==> src/design/ddms_pkg.sv <==
// shared widths, codes and constants of the drive mixer
package ddms_pkg;

    // field widths
    localparam int OP_W       = 2;
    localparam int TRIG_W     = 8;
    localparam int STICK_W    = 8;
    localparam int MAX_W      = 10;
    localparam int GAIN_W     = 9;
    localparam int SLEW_W     = 10;
    localparam int TIMEOUT_W  = 16;
    localparam int DRIVE_W    = 11;
    localparam int TURB_W     = 2;
    localparam int CFG_IDX_W  = 3;
    localparam int CFG_DATA_W = 16;

    // serial arithmetic sizes
    localparam int PROD_W     = 41;
    localparam int MUL_B_W    = 10;
    localparam int QUO_W      = 12;
    localparam int DIV_D_W    = PROD_W - QUO_W + 1;

    // item operations
    localparam logic [OP_W-1:0] OP_REPORT     = 2'd0;
    localparam logic [OP_W-1:0] OP_TICK       = 2'd1;
    localparam logic [OP_W-1:0] OP_CONNECT    = 2'd2;
    localparam logic [OP_W-1:0] OP_DISCONNECT = 2'd3;

    // turbine command codes
    localparam logic [TURB_W-1:0] TURB_NONE  = 2'd0;
    localparam logic [TURB_W-1:0] TURB_START = 2'd1;
    localparam logic [TURB_W-1:0] TURB_STOP  = 2'd2;

    // register indexes
    localparam logic [CFG_IDX_W-1:0] REG_TRIG_DZ  = 3'd0;
    localparam logic [CFG_IDX_W-1:0] REG_STICK_DZ = 3'd1;
    localparam logic [CFG_IDX_W-1:0] REG_MAX_CMD  = 3'd2;
    localparam logic [CFG_IDX_W-1:0] REG_GAIN     = 3'd3;
    localparam logic [CFG_IDX_W-1:0] REG_SLEW     = 3'd4;
    localparam logic [CFG_IDX_W-1:0] REG_TIMEOUT  = 3'd5;

    // register reset values
    localparam logic [TRIG_W-1:0]    RST_TRIG_DZ  = 8'd10;
    localparam logic [STICK_W-1:0]   RST_STICK_DZ = 8'd10;
    localparam logic [MAX_W-1:0]     RST_MAX_CMD  = 10'd255;
    localparam logic [GAIN_W-1:0]    RST_GAIN     = 9'd128;
    localparam logic [SLEW_W-1:0]    RST_SLEW     = 10'd10;
    localparam logic [TIMEOUT_W-1:0] RST_TIMEOUT  = 16'd500;

    // divisors: full trigger travel, and full stick cubed times gain one
    localparam logic [DIV_D_W-1:0] TRIG_FULL = 30'd255;
    localparam logic [DIV_D_W-1:0] STEER_DEN = 30'd524386048;

endpackage

==> src/design/ddms_if.sv <==
// handshake channels of the drive mixer: input items, results, register writes
interface ddms_in_if import ddms_pkg::*; ();
    logic                      valid;
    logic                      ready;
    logic [OP_W-1:0]           operation;
    logic [TRIG_W-1:0]         trigger_forward;
    logic [TRIG_W-1:0]         trigger_reverse;
    logic signed [STICK_W-1:0] stick_x;
    logic                      stop_button;
    logic                      turbine_on_button;
    logic                      turbine_off_button;

    modport source (
        output valid, operation, trigger_forward, trigger_reverse, stick_x,
               stop_button, turbine_on_button, turbine_off_button,
        input  ready
    );
    modport sink (
        input  valid, operation, trigger_forward, trigger_reverse, stick_x,
               stop_button, turbine_on_button, turbine_off_button,
        output ready
    );
endinterface

interface ddms_out_if import ddms_pkg::*; ();
    logic                      valid;
    logic                      ready;
    logic signed [DRIVE_W-1:0] left_drive;
    logic signed [DRIVE_W-1:0] right_drive;
    logic [TURB_W-1:0]         turbine_command;

    modport source (
        output valid, left_drive, right_drive, turbine_command,
        input  ready
    );
    modport sink (
        input  valid, left_drive, right_drive, turbine_command,
        output ready
    );
endinterface

interface ddms_cfg_if import ddms_pkg::*; ();
    logic                  valid;
    logic                  ready;
    logic [CFG_IDX_W-1:0]  index;
    logic [CFG_DATA_W-1:0] data;

    modport source (
        output valid, index, data,
        input  ready
    );
    modport sink (
        input  valid, index, data,
        output ready
    );
endinterface

==> src/design/differential_drive_mixer_slew_unit.sv <==
// top level of the gamepad-to-differential-drive mixer with slew limiting
//
// channels: i_in takes one beat per item (report, tick, connect, disconnect),
// o_out gives exactly one result beat per item (left/right drive levels after
// the item and a one-shot turbine command), i_cfg writes the six registers by
// index and is always ready; write it only while no item is in flight.
// a report runs through one serial multiplier (10 bit steps) and one serial
// divider (12 bit steps): cube of stick, gain, max command, steering divide
// alongside the throttle product, then throttle divide. the next item can be
// taken once the report's result is in the output register. tick, connect and
// disconnect items skip the arithmetic and go straight to the final step.
// one item is worked at a time; a finished result waits in the output
// register while the next item is already accepted and worked on.
// if the receiver stalls, the block holds its next result in the final step
// and takes no new item until the output register frees up.
// reset clears drive levels, turbine latch, link and idle counter, and loads
// the register defaults; no result is pending after reset.
module differential_drive_mixer_slew_unit import ddms_pkg::*; (
    input  logic  i_clk,
    input  logic  i_rst_n,
    ddms_cfg_if.sink   i_cfg,
    ddms_in_if.sink    i_in,
    ddms_out_if.source o_out
);
    // sequencer states
    localparam logic [3:0] S_IDLE = 4'd0;
    localparam logic [3:0] S_PREP = 4'd1;
    localparam logic [3:0] S_SQ   = 4'd2;
    localparam logic [3:0] S_CUBE = 4'd3;
    localparam logic [3:0] S_GAIN = 4'd4;
    localparam logic [3:0] S_MAXS = 4'd5;
    localparam logic [3:0] S_DIVS = 4'd6;
    localparam logic [3:0] S_DIVT = 4'd7;
    localparam logic [3:0] S_MIX  = 4'd8;
    localparam logic [3:0] S_FIN  = 4'd9;

    localparam int MIX_W = QUO_W + 1;
    localparam logic signed [DRIVE_W-1:0] DRIVE_MIN = {1'b1, {(DRIVE_W-1){1'b0}}};

    // slew one level toward its target by at most step
    function automatic logic signed [DRIVE_W-1:0] ramp_level(
        input logic signed [DRIVE_W-1:0] tgt,
        input logic signed [DRIVE_W-1:0] now,
        input logic [SLEW_W-1:0]         step
    );
        logic signed [DRIVE_W:0] t_e;
        logic signed [DRIVE_W:0] n_e;
        logic signed [DRIVE_W:0] s_e;
        logic signed [DRIVE_W:0] d_e;
        logic signed [DRIVE_W:0] res;
        t_e = {tgt[DRIVE_W-1], tgt};
        n_e = {now[DRIVE_W-1], now};
        s_e = signed'((DRIVE_W+1)'(step));
        d_e = t_e - n_e;
        if (d_e > s_e) begin
            res = n_e + s_e;
        end else if (d_e < -s_e) begin
            res = n_e - s_e;
        end else begin
            res = t_e;
        end
        return res[DRIVE_W-1:0];
    endfunction

    // clamp a mixed target to +/- max command
    function automatic logic signed [DRIVE_W-1:0] clamp_sym(
        input logic signed [MIX_W-1:0] v,
        input logic [MAX_W-1:0]        lim
    );
        logic signed [MIX_W-1:0] l_e;
        logic signed [MIX_W-1:0] res;
        l_e = signed'(MIX_W'(lim));
        if (v > l_e) begin
            res = l_e;
        end else if (v < -l_e) begin
            res = -l_e;
        end else begin
            res = v;
        end
        return res[DRIVE_W-1:0];
    endfunction

    // configuration registers
    logic [TRIG_W-1:0]    r_trig_dz;
    logic [STICK_W-1:0]   r_stick_dz;
    logic [MAX_W-1:0]     r_max;
    logic [GAIN_W-1:0]    r_gain;
    logic [SLEW_W-1:0]    r_slew;
    logic [TIMEOUT_W-1:0] r_timeout;

    // block state
    logic signed [DRIVE_W-1:0] r_left,  n_left;
    logic signed [DRIVE_W-1:0] r_right, n_right;
    logic                      r_turb_run, n_turb_run;
    logic                      r_link, n_link;
    logic [TIMEOUT_W-1:0]      r_idle, n_idle;
    logic [TURB_W-1:0]         n_code;
    logic [TIMEOUT_W-1:0]      idle_inc;

    // sequencer and captured item
    logic [3:0]                r_state, n_state;
    logic [OP_W-1:0]           r_op;
    logic                      r_stop;
    logic                      r_on;
    logic                      r_off;
    logic [TRIG_W-1:0]         r_dmag;
    logic                      r_dneg;
    logic [STICK_W-1:0]        r_ax;
    logic                      r_xneg;
    logic [QUO_W-1:0]          r_steer_mag;
    logic [MAX_W-1:0]          r_thr_mag;
    logic signed [DRIVE_W-1:0] r_tl;
    logic signed [DRIVE_W-1:0] r_tr;

    // output register
    logic                      r_out_valid;
    logic signed [DRIVE_W-1:0] r_out_left;
    logic signed [DRIVE_W-1:0] r_out_right;
    logic [TURB_W-1:0]         r_out_code;

    // arithmetic units
    logic                mul_start, mul_done;
    logic [PROD_W-1:0]   mul_a, mul_p;
    logic [MUL_B_W-1:0]  mul_b;
    logic                div_start, div_done;
    logic [PROD_W-1:0]   div_num;
    logic [DIV_D_W-1:0]  div_den;
    logic [QUO_W-1:0]    div_q;

    // front end of a report: deadzones, trigger difference, stick magnitude
    logic                   in_acc;
    logic [TRIG_W-1:0]      fwd_eff;
    logic [TRIG_W-1:0]      rev_eff;
    logic [TRIG_W:0]        diff;
    logic [TRIG_W:0]        diff_neg;
    logic [STICK_W:0]       x_ext;
    logic [STICK_W:0]       ax_ext;
    logic [STICK_W-1:0]     ax_eff;

    // mixing of the targets
    logic                    thr_neg;
    logic signed [MIX_W-1:0] thr_s;
    logic signed [MIX_W-1:0] steer_s;
    logic signed [MIX_W-1:0] mix_l;
    logic signed [MIX_W-1:0] mix_r;

    logic out_free;
    logic fin;

    ddms_smul #(.P_W(PROD_W), .B_W(MUL_B_W)) u_mul (
        .i_clk   (i_clk),
        .i_rst_n (i_rst_n),
        .i_start (mul_start),
        .i_a     (mul_a),
        .i_b     (mul_b),
        .o_done  (mul_done),
        .o_p     (mul_p)
    );

    ddms_sdiv #(.N_W(PROD_W), .Q_W(QUO_W)) u_div (
        .i_clk   (i_clk),
        .i_rst_n (i_rst_n),
        .i_start (div_start),
        .i_num   (div_num),
        .i_den   (div_den),
        .o_done  (div_done),
        .o_q     (div_q)
    );

    // register writes are always taken
    assign i_cfg.ready = 1'b1;

    always_ff @(posedge i_clk) begin
        if (!i_rst_n) begin
            r_trig_dz  <= RST_TRIG_DZ;
            r_stick_dz <= RST_STICK_DZ;
            r_max      <= RST_MAX_CMD;
            r_gain     <= RST_GAIN;
            r_slew     <= RST_SLEW;
            r_timeout  <= RST_TIMEOUT;
        end else if (i_cfg.valid) begin
            unique case (i_cfg.index)
                REG_TRIG_DZ:  r_trig_dz  <= i_cfg.data[TRIG_W-1:0];
                REG_STICK_DZ: r_stick_dz <= i_cfg.data[STICK_W-1:0];
                REG_MAX_CMD:  r_max      <= i_cfg.data[MAX_W-1:0];
                REG_GAIN:     r_gain     <= i_cfg.data[GAIN_W-1:0];
                REG_SLEW:     r_slew     <= i_cfg.data[SLEW_W-1:0];
                REG_TIMEOUT:  r_timeout  <= i_cfg.data[TIMEOUT_W-1:0];
                default: ;
            endcase
        end
    end

    // one item at a time
    assign i_in.ready = (r_state == S_IDLE);
    assign in_acc     = i_in.valid && (r_state == S_IDLE);

    always_comb begin
        fwd_eff  = (i_in.trigger_forward < r_trig_dz) ? '0 : i_in.trigger_forward;
        rev_eff  = (i_in.trigger_reverse < r_trig_dz) ? '0 : i_in.trigger_reverse;
        diff     = {1'b0, fwd_eff} - {1'b0, rev_eff};
        diff_neg = '0 - diff;
        x_ext    = {i_in.stick_x[STICK_W-1], i_in.stick_x};
        // magnitude fits 8 unsigned bits, full negative stick gives 128
        ax_ext   = i_in.stick_x[STICK_W-1] ? ('0 - x_ext) : x_ext;
        ax_eff   = (ax_ext[STICK_W-1:0] < r_stick_dz) ? '0 : ax_ext[STICK_W-1:0];
    end

    always_ff @(posedge i_clk) begin
        if (in_acc) begin
            r_op   <= i_in.operation;
            r_stop <= i_in.stop_button;
            r_on   <= i_in.turbine_on_button;
            r_off  <= i_in.turbine_off_button;
            r_dneg <= diff[TRIG_W];
            r_dmag <= diff[TRIG_W] ? diff_neg[TRIG_W-1:0] : diff[TRIG_W-1:0];
            r_xneg <= i_in.stick_x[STICK_W-1];
            r_ax   <= ax_eff;
        end
    end

    // sequencer: steering product |x|^3 * gain * max, then steering divide
    // while the throttle product |d| * max runs, then throttle divide
    always_comb begin
        n_state   = r_state;
        mul_start = 1'b0;
        mul_a     = mul_p;
        mul_b     = MUL_B_W'(r_ax);
        div_start = 1'b0;
        div_num   = mul_p;
        div_den   = STEER_DEN;
        unique case (r_state)
            S_IDLE: begin
                if (in_acc) begin
                    n_state = (i_in.operation == OP_REPORT) ? S_PREP : S_FIN;
                end
            end
            S_PREP: begin
                mul_start = 1'b1;
                mul_a     = PROD_W'(r_ax);
                n_state   = S_SQ;
            end
            S_SQ: begin
                if (mul_done) begin
                    mul_start = 1'b1;
                    n_state   = S_CUBE;
                end
            end
            S_CUBE: begin
                if (mul_done) begin
                    mul_start = 1'b1;
                    mul_b     = MUL_B_W'(r_gain);
                    n_state   = S_GAIN;
                end
            end
            S_GAIN: begin
                if (mul_done) begin
                    mul_start = 1'b1;
                    mul_b     = MUL_B_W'(r_max);
                    n_state   = S_MAXS;
                end
            end
            S_MAXS: begin
                if (mul_done) begin
                    div_start = 1'b1;
                    mul_start = 1'b1;
                    mul_a     = PROD_W'(r_dmag);
                    mul_b     = MUL_B_W'(r_max);
                    n_state   = S_DIVS;
                end
            end
            S_DIVS: begin
                // throttle product is done before this quotient
                if (div_done) begin
                    div_start = 1'b1;
                    div_den   = TRIG_FULL;
                    n_state   = S_DIVT;
                end
            end
            S_DIVT: begin
                if (div_done) begin
                    n_state = S_MIX;
                end
            end
            S_MIX: begin
                n_state = S_FIN;
            end
            S_FIN: begin
                if (out_free) begin
                    n_state = S_IDLE;
                end
            end
            default: begin
                n_state = S_IDLE;
            end
        endcase
    end

    always_ff @(posedge i_clk) begin
        if (!i_rst_n) begin
            r_state <= S_IDLE;
        end else begin
            r_state <= n_state;
        end
    end

    always_ff @(posedge i_clk) begin
        if (r_state == S_DIVS && div_done) begin
            r_steer_mag <= div_q;
        end
        if (r_state == S_DIVT && div_done) begin
            r_thr_mag <= div_q[MAX_W-1:0];
        end
    end

    // steering flips with throttle only when truncated throttle is negative
    always_comb begin
        thr_neg = r_dneg && (r_thr_mag != '0);
        thr_s   = thr_neg ? -signed'(MIX_W'(r_thr_mag)) : signed'(MIX_W'(r_thr_mag));
        steer_s = (r_xneg ^ thr_neg) ? -signed'(MIX_W'(r_steer_mag))
                                     : signed'(MIX_W'(r_steer_mag));
        mix_l   = thr_s - steer_s;
        mix_r   = thr_s + steer_s;
    end

    always_ff @(posedge i_clk) begin
        if (r_state == S_MIX) begin
            r_tl <= clamp_sym(mix_l, r_max);
            r_tr <= clamp_sym(mix_r, r_max);
        end
    end

    // final step: state update and result, when the output register is free
    assign out_free = !r_out_valid || o_out.ready;
    assign fin      = (r_state == S_FIN) && out_free;

    always_comb begin
        n_left     = r_left;
        n_right    = r_right;
        n_turb_run = r_turb_run;
        n_link     = r_link;
        n_idle     = r_idle;
        n_code     = TURB_NONE;
        idle_inc   = (r_idle == '1) ? r_idle : r_idle + 1'b1;
        unique case (r_op)
            OP_REPORT: begin
                n_idle = '0;
                // start wins when both buttons are held
                if (r_on) begin
                    if (!r_turb_run) begin
                        n_turb_run = 1'b1;
                        n_code     = TURB_START;
                    end
                end else if (r_off) begin
                    if (r_turb_run) begin
                        n_turb_run = 1'b0;
                        n_code     = TURB_STOP;
                    end
                end
                if (r_stop) begin
                    n_left  = '0;
                    n_right = '0;
                end else begin
                    n_left  = ramp_level(r_tl, r_left, r_slew);
                    n_right = ramp_level(r_tr, r_right, r_slew);
                end
            end
            OP_TICK: begin
                if (!r_link) begin
                    n_left  = '0;
                    n_right = '0;
                end else if (idle_inc > r_timeout) begin
                    n_left  = '0;
                    n_right = '0;
                    n_idle  = '0;
                end else begin
                    n_idle  = idle_inc;
                end
            end
            OP_CONNECT: begin
                n_link = 1'b1;
                n_idle = '0;
            end
            OP_DISCONNECT: begin
                n_link  = 1'b0;
                n_left  = '0;
                n_right = '0;
            end
            default: ;
        endcase
    end

    always_ff @(posedge i_clk) begin
        if (!i_rst_n) begin
            r_left      <= '0;
            r_right     <= '0;
            r_turb_run  <= 1'b0;
            r_link      <= 1'b0;
            r_idle      <= '0;
            r_out_valid <= 1'b0;
        end else begin
            if (fin) begin
                r_left      <= n_left;
                r_right     <= n_right;
                r_turb_run  <= n_turb_run;
                r_link      <= n_link;
                r_idle      <= n_idle;
                r_out_valid <= 1'b1;
            end else if (o_out.ready) begin
                r_out_valid <= 1'b0;
            end
        end
    end

    always_ff @(posedge i_clk) begin
        if (fin) begin
            r_out_left  <= n_left;
            r_out_right <= n_right;
            r_out_code  <= n_code;
        end
    end

    assign o_out.valid           = r_out_valid;
    assign o_out.left_drive      = r_out_left;
    assign o_out.right_drive     = r_out_right;
    assign o_out.turbine_command = r_out_code;

    // arithmetic units only finish while a report is being worked
    a_unit_idle: assert property (@(posedge i_clk) disable iff (!i_rst_n)
        (r_state == S_IDLE) |-> !(mul_done || div_done))
        else $error("arithmetic unit finished with no report in flight");

    // only reports may carry a turbine command
    a_code_report: assert property (@(posedge i_clk) disable iff (!i_rst_n)
        (fin && (r_op != OP_REPORT)) |-> (n_code == TURB_NONE))
        else $error("turbine command on a non-report item");

    // drive levels stay inside the symmetric range
    a_level_range: assert property (@(posedge i_clk) disable iff (!i_rst_n)
        (r_left != DRIVE_MIN) && (r_right != DRIVE_MIN))
        else $error("drive level left the symmetric range");

    // a finished item leaves a pending result and frees the input side
    a_fin_result: assert property (@(posedge i_clk) disable iff (!i_rst_n)
        fin |=> (r_out_valid && (r_state == S_IDLE)))
        else $error("finished item did not produce a result");
endmodule

==> src/design/ddms_smul.sv <==
// serial shift-add multiplier, one multiplier bit per cycle
module ddms_smul import ddms_pkg::*; #(
    parameter int P_W = PROD_W,
    parameter int B_W = MUL_B_W
) (
    input  logic           i_clk,
    input  logic           i_rst_n,
    input  logic           i_start,
    input  logic [P_W-1:0] i_a,
    input  logic [B_W-1:0] i_b,
    output logic           o_done,
    output logic [P_W-1:0] o_p
);
    localparam int CNT_W = $clog2(B_W + 1);

    logic             r_busy;
    logic             r_done;
    logic [CNT_W-1:0] r_cnt;
    logic [P_W-1:0]   r_a;
    logic [B_W-1:0]   r_b;
    logic [P_W-1:0]   r_p;

    always_ff @(posedge i_clk) begin
        if (!i_rst_n) begin
            r_busy <= 1'b0;
            r_done <= 1'b0;
            r_cnt  <= '0;
        end else begin
            r_done <= 1'b0;
            if (i_start) begin
                r_busy <= 1'b1;
                r_cnt  <= CNT_W'(B_W);
            end else if (r_busy) begin
                r_cnt <= r_cnt - 1'b1;
                if (r_cnt == CNT_W'(1)) begin
                    r_busy <= 1'b0;
                    r_done <= 1'b1;
                end
            end
        end
    end

    // partial product added when the low multiplier bit is set
    always_ff @(posedge i_clk) begin
        if (i_start) begin
            r_a <= i_a;
            r_b <= i_b;
            r_p <= '0;
        end else if (r_busy) begin
            if (r_b[0]) begin
                r_p <= r_p + r_a;
            end
            r_a <= r_a << 1;
            r_b <= r_b >> 1;
        end
    end

    assign o_done = r_done;
    assign o_p    = r_p;
endmodule

==> src/design/ddms_sdiv.sv <==
// serial restoring divider, one quotient bit per cycle
module ddms_sdiv import ddms_pkg::*; #(
    parameter int N_W = PROD_W,
    parameter int Q_W = QUO_W
) (
    input  logic                 i_clk,
    input  logic                 i_rst_n,
    input  logic                 i_start,
    input  logic [N_W-1:0]       i_num,
    input  logic [N_W-Q_W:0]     i_den,
    output logic                 o_done,
    output logic [Q_W-1:0]       o_q
);
    localparam int CNT_W = $clog2(Q_W + 1);

    logic             r_busy;
    logic             r_done;
    logic [CNT_W-1:0] r_cnt;
    logic [N_W-1:0]   r_rem;
    logic [N_W-1:0]   r_d;
    logic [Q_W-1:0]   r_q;

    always_ff @(posedge i_clk) begin
        if (!i_rst_n) begin
            r_busy <= 1'b0;
            r_done <= 1'b0;
            r_cnt  <= '0;
        end else begin
            r_done <= 1'b0;
            if (i_start) begin
                r_busy <= 1'b1;
                r_cnt  <= CNT_W'(Q_W);
            end else if (r_busy) begin
                r_cnt <= r_cnt - 1'b1;
                if (r_cnt == CNT_W'(1)) begin
                    r_busy <= 1'b0;
                    r_done <= 1'b1;
                end
            end
        end
    end

    // divisor starts aligned to the top quotient bit and walks down
    always_ff @(posedge i_clk) begin
        if (i_start) begin
            r_rem <= i_num;
            r_d   <= {i_den, {(Q_W-1){1'b0}}};
            r_q   <= '0;
        end else if (r_busy) begin
            if (r_rem >= r_d) begin
                r_rem <= r_rem - r_d;
                r_q   <= {r_q[Q_W-2:0], 1'b1};
            end else begin
                r_q   <= {r_q[Q_W-2:0], 1'b0};
            end
            r_d <= r_d >> 1;
        end
    end

    assign o_done = r_done;
    assign o_q    = r_q;
endmodule
==> src/flat_wrapper.sv <==
// flat-port wrapper written by rule: the top's interface ports become plain ports
module differential_drive_mixer_slew_unit_flat import ddms_pkg::*;
  (i_clk, i_rst_n, i_cfg_valid, i_cfg_index, i_cfg_data, i_cfg_ready, i_in_valid, i_in_operation, i_in_trigger_forward, i_in_trigger_reverse, i_in_stick_x, i_in_stop_button, i_in_turbine_on_button, i_in_turbine_off_button, i_in_ready, o_out_valid, o_out_left_drive, o_out_right_drive, o_out_turbine_command, o_out_ready);
  ddms_cfg_if i_cfg_i ();
  ddms_in_if i_in_i ();
  ddms_out_if o_out_i ();
  input  logic i_clk;
  input  logic i_rst_n;
  input wire logic [$bits(i_cfg_i.valid)-1:0] i_cfg_valid;
  input wire logic [$bits(i_cfg_i.index)-1:0] i_cfg_index;
  input wire logic [$bits(i_cfg_i.data)-1:0] i_cfg_data;
  output wire logic [$bits(i_cfg_i.ready)-1:0] i_cfg_ready;
  input wire logic [$bits(i_in_i.valid)-1:0] i_in_valid;
  input wire logic [$bits(i_in_i.operation)-1:0] i_in_operation;
  input wire logic [$bits(i_in_i.trigger_forward)-1:0] i_in_trigger_forward;
  input wire logic [$bits(i_in_i.trigger_reverse)-1:0] i_in_trigger_reverse;
  input wire logic [$bits(i_in_i.stick_x)-1:0] i_in_stick_x;
  input wire logic [$bits(i_in_i.stop_button)-1:0] i_in_stop_button;
  input wire logic [$bits(i_in_i.turbine_on_button)-1:0] i_in_turbine_on_button;
  input wire logic [$bits(i_in_i.turbine_off_button)-1:0] i_in_turbine_off_button;
  output wire logic [$bits(i_in_i.ready)-1:0] i_in_ready;
  output wire logic [$bits(o_out_i.valid)-1:0] o_out_valid;
  output wire logic [$bits(o_out_i.left_drive)-1:0] o_out_left_drive;
  output wire logic [$bits(o_out_i.right_drive)-1:0] o_out_right_drive;
  output wire logic [$bits(o_out_i.turbine_command)-1:0] o_out_turbine_command;
  input wire logic [$bits(o_out_i.ready)-1:0] o_out_ready;
  assign i_cfg_i.valid = i_cfg_valid;
  assign i_cfg_i.index = i_cfg_index;
  assign i_cfg_i.data = i_cfg_data;
  assign i_cfg_ready = i_cfg_i.ready;
  assign i_in_i.valid = i_in_valid;
  assign i_in_i.operation = i_in_operation;
  assign i_in_i.trigger_forward = i_in_trigger_forward;
  assign i_in_i.trigger_reverse = i_in_trigger_reverse;
  assign i_in_i.stick_x = i_in_stick_x;
  assign i_in_i.stop_button = i_in_stop_button;
  assign i_in_i.turbine_on_button = i_in_turbine_on_button;
  assign i_in_i.turbine_off_button = i_in_turbine_off_button;
  assign i_in_ready = i_in_i.ready;
  assign o_out_valid = o_out_i.valid;
  assign o_out_left_drive = o_out_i.left_drive;
  assign o_out_right_drive = o_out_i.right_drive;
  assign o_out_turbine_command = o_out_i.turbine_command;
  assign o_out_i.ready = o_out_ready;
  differential_drive_mixer_slew_unit u_core (.i_clk(i_clk), .i_rst_n(i_rst_n), .i_cfg(i_cfg_i), .i_in(i_in_i), .o_out(o_out_i));
endmodule
==> config.mk <==
export PLATFORM = sky130hd
export DESIGN_NAME = differential_drive_mixer_slew_unit_flat
export DESIGN_NICKNAME = d
export VERILOG_FILES = /design/src/design/ddms_pkg.sv /design/src/design/ddms_if.sv /design/src/design/differential_drive_mixer_slew_unit.sv /design/src/design/ddms_smul.sv /design/src/design/ddms_sdiv.sv /design/src/flat_wrapper.sv
export SDC_FILE = /design/constraint.sdc
export NUM_CORES = 1
export LEC_CHECK = 0
export BUFFER_PORTS_ARGS = -buffer_cell sky130_fd_sc_hd__buf_2
export CORE_UTILIZATION = 50
export CTS_CLUSTER_DIAMETER = 60
export DETAILED_ROUTE_END_ITERATION = 10
export GPL_ROUTABILITY_DRIVEN = 1
export PLACE_DENSITY_LB_ADDON = 0.15
export SETUP_SLACK_MARGIN = 0.2
export SYNTH_ARGS = -nofsm -noshare
export SYNTH_HDL_FRONTEND = slang
export SYNTH_SLANG_ARGS = --single-unit
==> constraint.sdc <==
create_clock -name i_clk -period 12.08 [get_ports i_clk]
set_clock_uncertainty 0.15 [all_clocks]
set_input_delay 2.416 -clock i_clk [delete_from_list [all_inputs] [get_ports i_clk]]
set_output_delay 2.416 -clock i_clk [all_outputs]
set_load 0.02 [all_outputs]
# Word-level counts from Yosys, hierarchy flattened
# Cells that the tools add are included.
classes:
  magnitude_cmp: 13
  n_reduce_logical: 38
  n_bitwise: 4
  eq_ne: 29
  add_sub_neg: 20
  n_mux: 78
op_table:
  columns: ["operator", "count"]
  rows:
  - ["41-bit two-way mux", 8]
  - ["11-bit two-way mux", 12]
  - ["41-bit one-hot mux with 2 select lines", 1]
  - ["11-bit one-hot mux with 3 select lines", 2]
  - ["4-bit two-way mux", 13]
  - ["10-bit two-way mux", 5]
  - ["16-bit two-way mux", 3]
  - ["41-bit adder", 1]
  - ["41-bit >= comparator", 1]
  - ["41-bit subtractor", 1]
  - ["4-bit one-hot mux with 10 select lines", 1]
  - ["8-bit two-way mux", 4]
  - ["16-bit one-hot mux with 2 select lines", 1]
  - ["30-bit two-way mux", 1]
  - ["29-bit two-way mux", 1]
  - ["13-bit by 11-bit greater-than comparator with 1-bit output", 2]
  - ["13-bit < comparator", 2]
  - ["13-bit two-way mux", 2]
  - ["10-bit negator with 13-bit output", 2]
  - ["12-bit by 11-bit greater-than comparator with 1-bit output", 2]
  - ["12-bit < comparator", 2]
  - ["8-bit < comparator", 3]
  - ["11-bit by 11-bit subtractor with 12-bit output", 2]
  - ["11-bit adder", 2]
  - ["other kinds (43)", 108]
totals:
  input_bits: 53
  elab_cells: 227
  regBits: 395
  out_inout_bits: 27

# Longest topological paths before layout
logic_depth:
  ltp_word: 8
  mapped_depth: 30
  depth_no_buf: 27

# Modules after synthesis
# A second synthesis with hierarchy kept.
hier_totals:
  hier_cells: 3438
  hier_area_um2: 29857.4
by_module_without_submodules:
  columns: ["module", "seq_area_each_um2", "area_per_inst_um2", "cells_per_inst", "n_inst"]
  rows:
  - ["differential_drive_mixer_slew_unit", 4854.7, 16937.5, 2049, 1]
  - ["ddms_sdiv", 2712.6, 6656.4, 738, 1]
  - ["ddms_smul", 2472.4, 6263.5, 651, 1]

# Worst setup path before layout
# OpenSTA, ideal clock, no wires.
synth_timing:
  path_type: "input port to flip-flop"
  start: "input port i_in_trigger_forward[1]"
  end: "register u_core.r_dmag[6], data pin"
  stages: 22
  t_arrival_ps: 5892
  slack_ps: 5775
  path_buffers: 0
  setup_ps: 262
  required_ps: 11668
  path_cell_list: "ha_1 -> a21oi_1 -> nor2b_1 -> o21ai_0 -> nand2b_1 -> a21oi_1 -> nor2b_1 -> o21ai_0 -> nand2b_1 -> a21oi_1 -> nand2b_1 -> ha_1 -> inv_1 -> fa_1 -> a21o_1 -> a21oi_1 -> o21bai_1 -> a21oi_1 -> o21bai_1 -> a21oi_1 -> o31ai_1 -> xnor2_1"
synth_via:
  elab_cells_between_ends: 5
  classes_between: "add/sub (2); order compare (1); mux (2)"
synth_lines:
  columns: ["item", "line", "source"]
  rows:
  - ["start, declared", "flat_wrapper.sv:15", "input wire logic [$bits(i_in_i.trigger_forward)-1:0] i_in_trigger_forward;"]
  - ["8-bit < comparator", "differential_drive_mixer_slew_unit.sv:199", "fwd_eff = (i_in.trigger_forward < r_trig_dz) ? '0 : i_in.trigger_forward;"]
  - ["8-bit two-way mux (*)", "differential_drive_mixer_slew_unit.sv:199", null]
  - ["8-bit by 8-bit subtractor with 9-bit output (*)", "differential_drive_mixer_slew_unit.sv:201", "diff = {1'b0, fwd_eff} - {1'b0, rev_eff};"]
  - ["named net u_core.diff[8]", "differential_drive_mixer_slew_unit.sv:134", "logic [TRIG_W:0] diff;"]
  - ["8-bit two-way mux (*)", "differential_drive_mixer_slew_unit.sv:216", "r_dmag <= diff[TRIG_W] ? diff_neg[TRIG_W-1:0] : diff[TRIG_W-1:0];"]
  - ["end signal, assigned", "differential_drive_mixer_slew_unit.sv:216", null]
  - ["end, declared", "differential_drive_mixer_slew_unit.sv:106", "logic [TRIG_W-1:0] r_dmag;"]
# The timed path passes the listed nets; every way through them passes the cells marked *.
# A chain may end at the register's enable or synchronous reset.

# Worst setup path after layout
layout_timing:
  start: "register u_core.r_thr_mag[0]"
  end: "register u_core.r_tr[5], data pin"
layout_via:
  elab_chain_len: 8
  elab_cells_between_ends: 11
  classes_between: "add/sub (2); order compare (2); mux (4); bitwise (1); reduce/logical (2)"
layout_lines:
  columns: ["item", "line", "source"]
  rows:
  - ["start, declared", "differential_drive_mixer_slew_unit.sv:111", "logic [MAX_W-1:0] r_thr_mag;"]
  - ["start signal, assigned", "differential_drive_mixer_slew_unit.sv:312", "r_thr_mag <= div_q[MAX_W-1:0];"]
  - ["parallel branches: the longest is 4 deep, another holds 10-bit negator with 13-bit output", null, null]
  - ["13-bit adder (*)", "differential_drive_mixer_slew_unit.sv:323", "mix_r = thr_s + steer_s;"]
  - ["13-bit < comparator", "differential_drive_mixer_slew_unit.sv:75", "end else if (v < -l_e) begin"]
  - ["11-bit two-way mux", "differential_drive_mixer_slew_unit.sv:75", null]
  - ["10-bit two-way mux (*)", "differential_drive_mixer_slew_unit.sv:73", "if (v > l_e) begin"]
  - ["end signal, assigned", "differential_drive_mixer_slew_unit.sv:329", "r_tr <= clamp_sym(mix_r, r_max);"]
  - ["end, declared", "differential_drive_mixer_slew_unit.sv:113", "logic signed [DRIVE_W-1:0] r_tr;"]
# Every way passes the cells marked *.

==> flow_summary.yaml <==
run_status:
  status: "complete, no violations"
die:
  initial_utilization_pct: 51.0
  die_y_um: 240
  coreArea_um2: 55500
  dieWidth_um: 240
  ios: 80
  die_area_um2: 57600
  fp-row-count: 86
place:
  io_buffer_count: 78
  hpwl_mm: 54.6
  gp_congestion: 0.920
timing:
  layout_min_cycle_time_ns: 6.54
  final-setup-viol-count: 0
  fin_setup_tns_ns: 0
  rsz0062_at_grt: "no"
  hold_viol: 0
  min_period_over_period_pct: 54.1
  max_clock_freq_ghz: 0.153
  slew_headroom_pct: 15.7
  slew_violations: 0
  worst_pin_slew_ns: 1.26
synthesis:
  synth_fa_ha_area_share_pct: 14.3
  syn_inst: 3264
  synth_top_family_by_area: "compound AO/OA/AOI/OAI gates"
  syn_nets: 3634
  ys_seq_area_share_pct: 35.3
  synth_cell_types: 90
  synth-seq-cells: 394
  synthXorXnorAreaFrac_pct: 5.66
  synth_warnings: 0
  avgSynthCellArea_um2: 8.68
  synth_compound_area_share_pct: 21.5
  synth_flop_cell: "edfxtp_1"
  synthArstFlopShare_pct: 0
  synth-edff-count: 212
  yosys.area_share.simple_pct: 17.2
  synthMuxAreaShare_pct: 1.25
  synth_area_um2: 28300
clock_tree:
  cts_buffer_depth: 3
  tritoncts: "yes"
  clk_latency_ns: 0.61
  cts_setup_buffers: 0
  clkTransAtPathRegs_ns: 0.06
  cts.sinks: 394
  cts-root-buf: "clkbuf_16"
  cts_resized: 0
  cts_buffers: 47
  htree_num_levels: 2
  ctsHoldBuffers: 0
global_routing:
  grt_max_degree: 103
  grt_pass1_wl_mm: 120
  antenna_found_initial: 2
  grt-ovfl-total: 0
  first_global_vias: 22650
  grtUsageTotal_pct: 25.7
critical_path:
  crit_required_ns: 12.30
  endpoint_kind: "flop"
  r2r_cells: 23
  crit_fanout: 23
  start_kind: "flop"
  crit_type: "flop to flop"
  critPathArrivalTime_ns: 6.76
detailed_routing:
  first_pass_iters: 6
  antenna_left: 0
  drc: 0
  wl_mm: 73.8
  drt-vias-per-instance: 5.83
  drtIter0Drc: 1716
  wl_per_cell_um: 18.1
  num_vias: 23755
finish:
  utilization_pct: 55.7
  drive_gt1_share_pct: 7.15
  area_growth_pct: 9.22
  multi_input_area_um2: 17000
  seq_area_um2: 10000
  num-fill-cells: 5150
  nets: 3658
worst_hold_path:
  hold_path_depth: 0
  hp-class: "flop to flop"
pwr:
  p_leak_nw: 13.0
  vdd_drop_max_mv: 0.241
  powerDensity_nw_per_um2: 218
flow_run:
  drv_cap: 0
==> per-stage QoR <==
step           cell area (µm²)  worst slack [ns]  hold slack [ns]  power [mW]  std cells
6_report                 30900              5.54            0.285        6.74       4076
5_1_grt                  30900              4.95            0.298        7.27       4076
4_1_cts                  30900              5.61            0.286        6.76       4075
3_5_place_dp             29400              5.05            0.268        5.28       3987
3_3_place_gp             29400              5.13            0.267        5.20       3987
2_1_floorplan            28300              5.78            0.258        4.51       3264
==> logic make-up after synthesis <==
logic type	after synthesis
and+or+nand+nor	1042
AOI/OAI and AO/OA	942
DFF	394
buffers and inverters	349
adders and majority gates	318
xor gates and xnor gates	183
muxes	35
other	1
==> report_power, final <==
part,total [mW],switching [mW],internal (mW),leakage [nW]
clock,1.44,0.601,0.841,0.768
combinational,3.34,2.05,1.29,8.86
sequential,1.96,0.190,1.77,3.41
==> sequential cells by signal, indices dropped and copies added, names as in the netlist, 9 cells and up <==
signal                    count
u_core.u_div.r_rem           41
u_core.u_mul.o_p             41
u_core.u_mul.r_a             41
u_core.u_div.r_d             40
u_core.r_idle                16
u_core.r_timeout             16
u_core.r_steer_mag           12
u_core.u_div.o_q             12
u_core.o_out.left_drive      11
u_core.o_out.right_drive     11
u_core.r_left                11
u_core.r_right               11
u_core.r_tl                  11
u_core.r_tr                  11
u_core.r_max                 10
u_core.r_slew                10
u_core.r_thr_mag             10
u_core.u_mul.r_b             10
u_core.r_gain                 9
==> layout by cell type (no fill, tap or decap), types with 14 or more instances in the layout <==
cell	netlist	layout
and2_1	20	20
a21o_1	118	118
nand3_1	95	95
o21bai_1	39	39
and3_1	25	25
o21ai_0	181	180
inv_1	220	220
dfxtp_1	182	182
a22o_1	14	14
o31ai_1	24	23
nand4_1	29	29
ha_1	308	308
nor2_1	212	210
buf_4	2	22
a21oi_1	283	283
a31oi_1	23	23
nor2b_1	71	71
xor2_1	57	57
o21a_1	41	41
buf_2	3	78
xnor2_1	126	126
nand2_1	421	421
nor3_1	43	42
o211ai_1	38	38
a22oi_1	23	23
mux2i_1	31	31
or2_2	16	16
clkbuf_16	0	50
nand2b_1	51	50
a211oi_1	21	21
edfxtp_1	212	212
==> layer usage <==
| layer | up-vias | GRT usage [%] | wire length [µm] |
|---|---|---|---|
| met2 | 623 | 39.8 | 32300 |
| met3 | 110 | 3.27 | 3900 |
| met5 | - | 0 | 11 |
| met1 | 11274 | 37.6 | 36100 |
| met4 | 2 | 6.58 | 1530 |
| li1 | 11746 | - | - |
==> final cells by class <==
class	count	area share [%]
Multi-Input combinational cell	2521	55.0
Sequential cell	394	32.3
Clock buffer	62	4.25
Tap cell	748	3.02
Inverter	224	2.72
Timing Repair Buffer	100	1.80
Clock inverter	26	0.845
Antenna cell	1	0.00809
==> final timing paths <==
kind / from / endpoint / slack, ns
setup / recovery: u_core.r_thr_mag[0] / u_core.r_tr[5] / 5.54
setup reg to reg: u_core.r_thr_mag[0] / u_core.r_tr[5] / 5.54
hold reg to reg: u_core.u_div.o_q[11] / u_core.r_steer_mag[11] / 0.29
hold / removal: u_core.u_div.o_q[11] / u_core.r_steer_mag[11] / 0.29
==> cell usage after synthesis, drive strengths merged, types with 95 or more instances <==
cell type / count / area (µm²)
o21ai: 191 / 956
clkbuf: 110 / 413
a21oi: 290 / 1480
nand2: 422 / 1590
nand3: 95 / 475
nor2: 212 / 796
inv: 221 / 830
xnor2: 126 / 1100
ha: 308 / 3850
dfxtp: 182 / 3640
a21o: 118 / 886
edfxtp: 212 / 6370
==> worst max-delay path: stages, from the launching register on <==
cell and delay [ns]:
edfxtp_1 0.45, inv_1 0.14, ha_1 0.24, nor2b_1 0.33
nand2_1 0.13, o21a_1 0.34, xnor2_1 0.43, nor2_1 0.11
xor2_1 0.17, ha_1 0.41, nand2_1 0.16, nor2_1 0.08
a211oi_1 0.45, xnor2_1 0.21, ha_1 0.31, o21ai_0 0.07
a21oi_1 0.15, o211ai_1 0.11, a21boi_0 0.25, o211ai_1 0.13
a21boi_0 0.21, o21a_1 0.72, mux2_2 0.42, o21a_1 0.16
No activity file was read; power rests on OpenSTA's default activity.
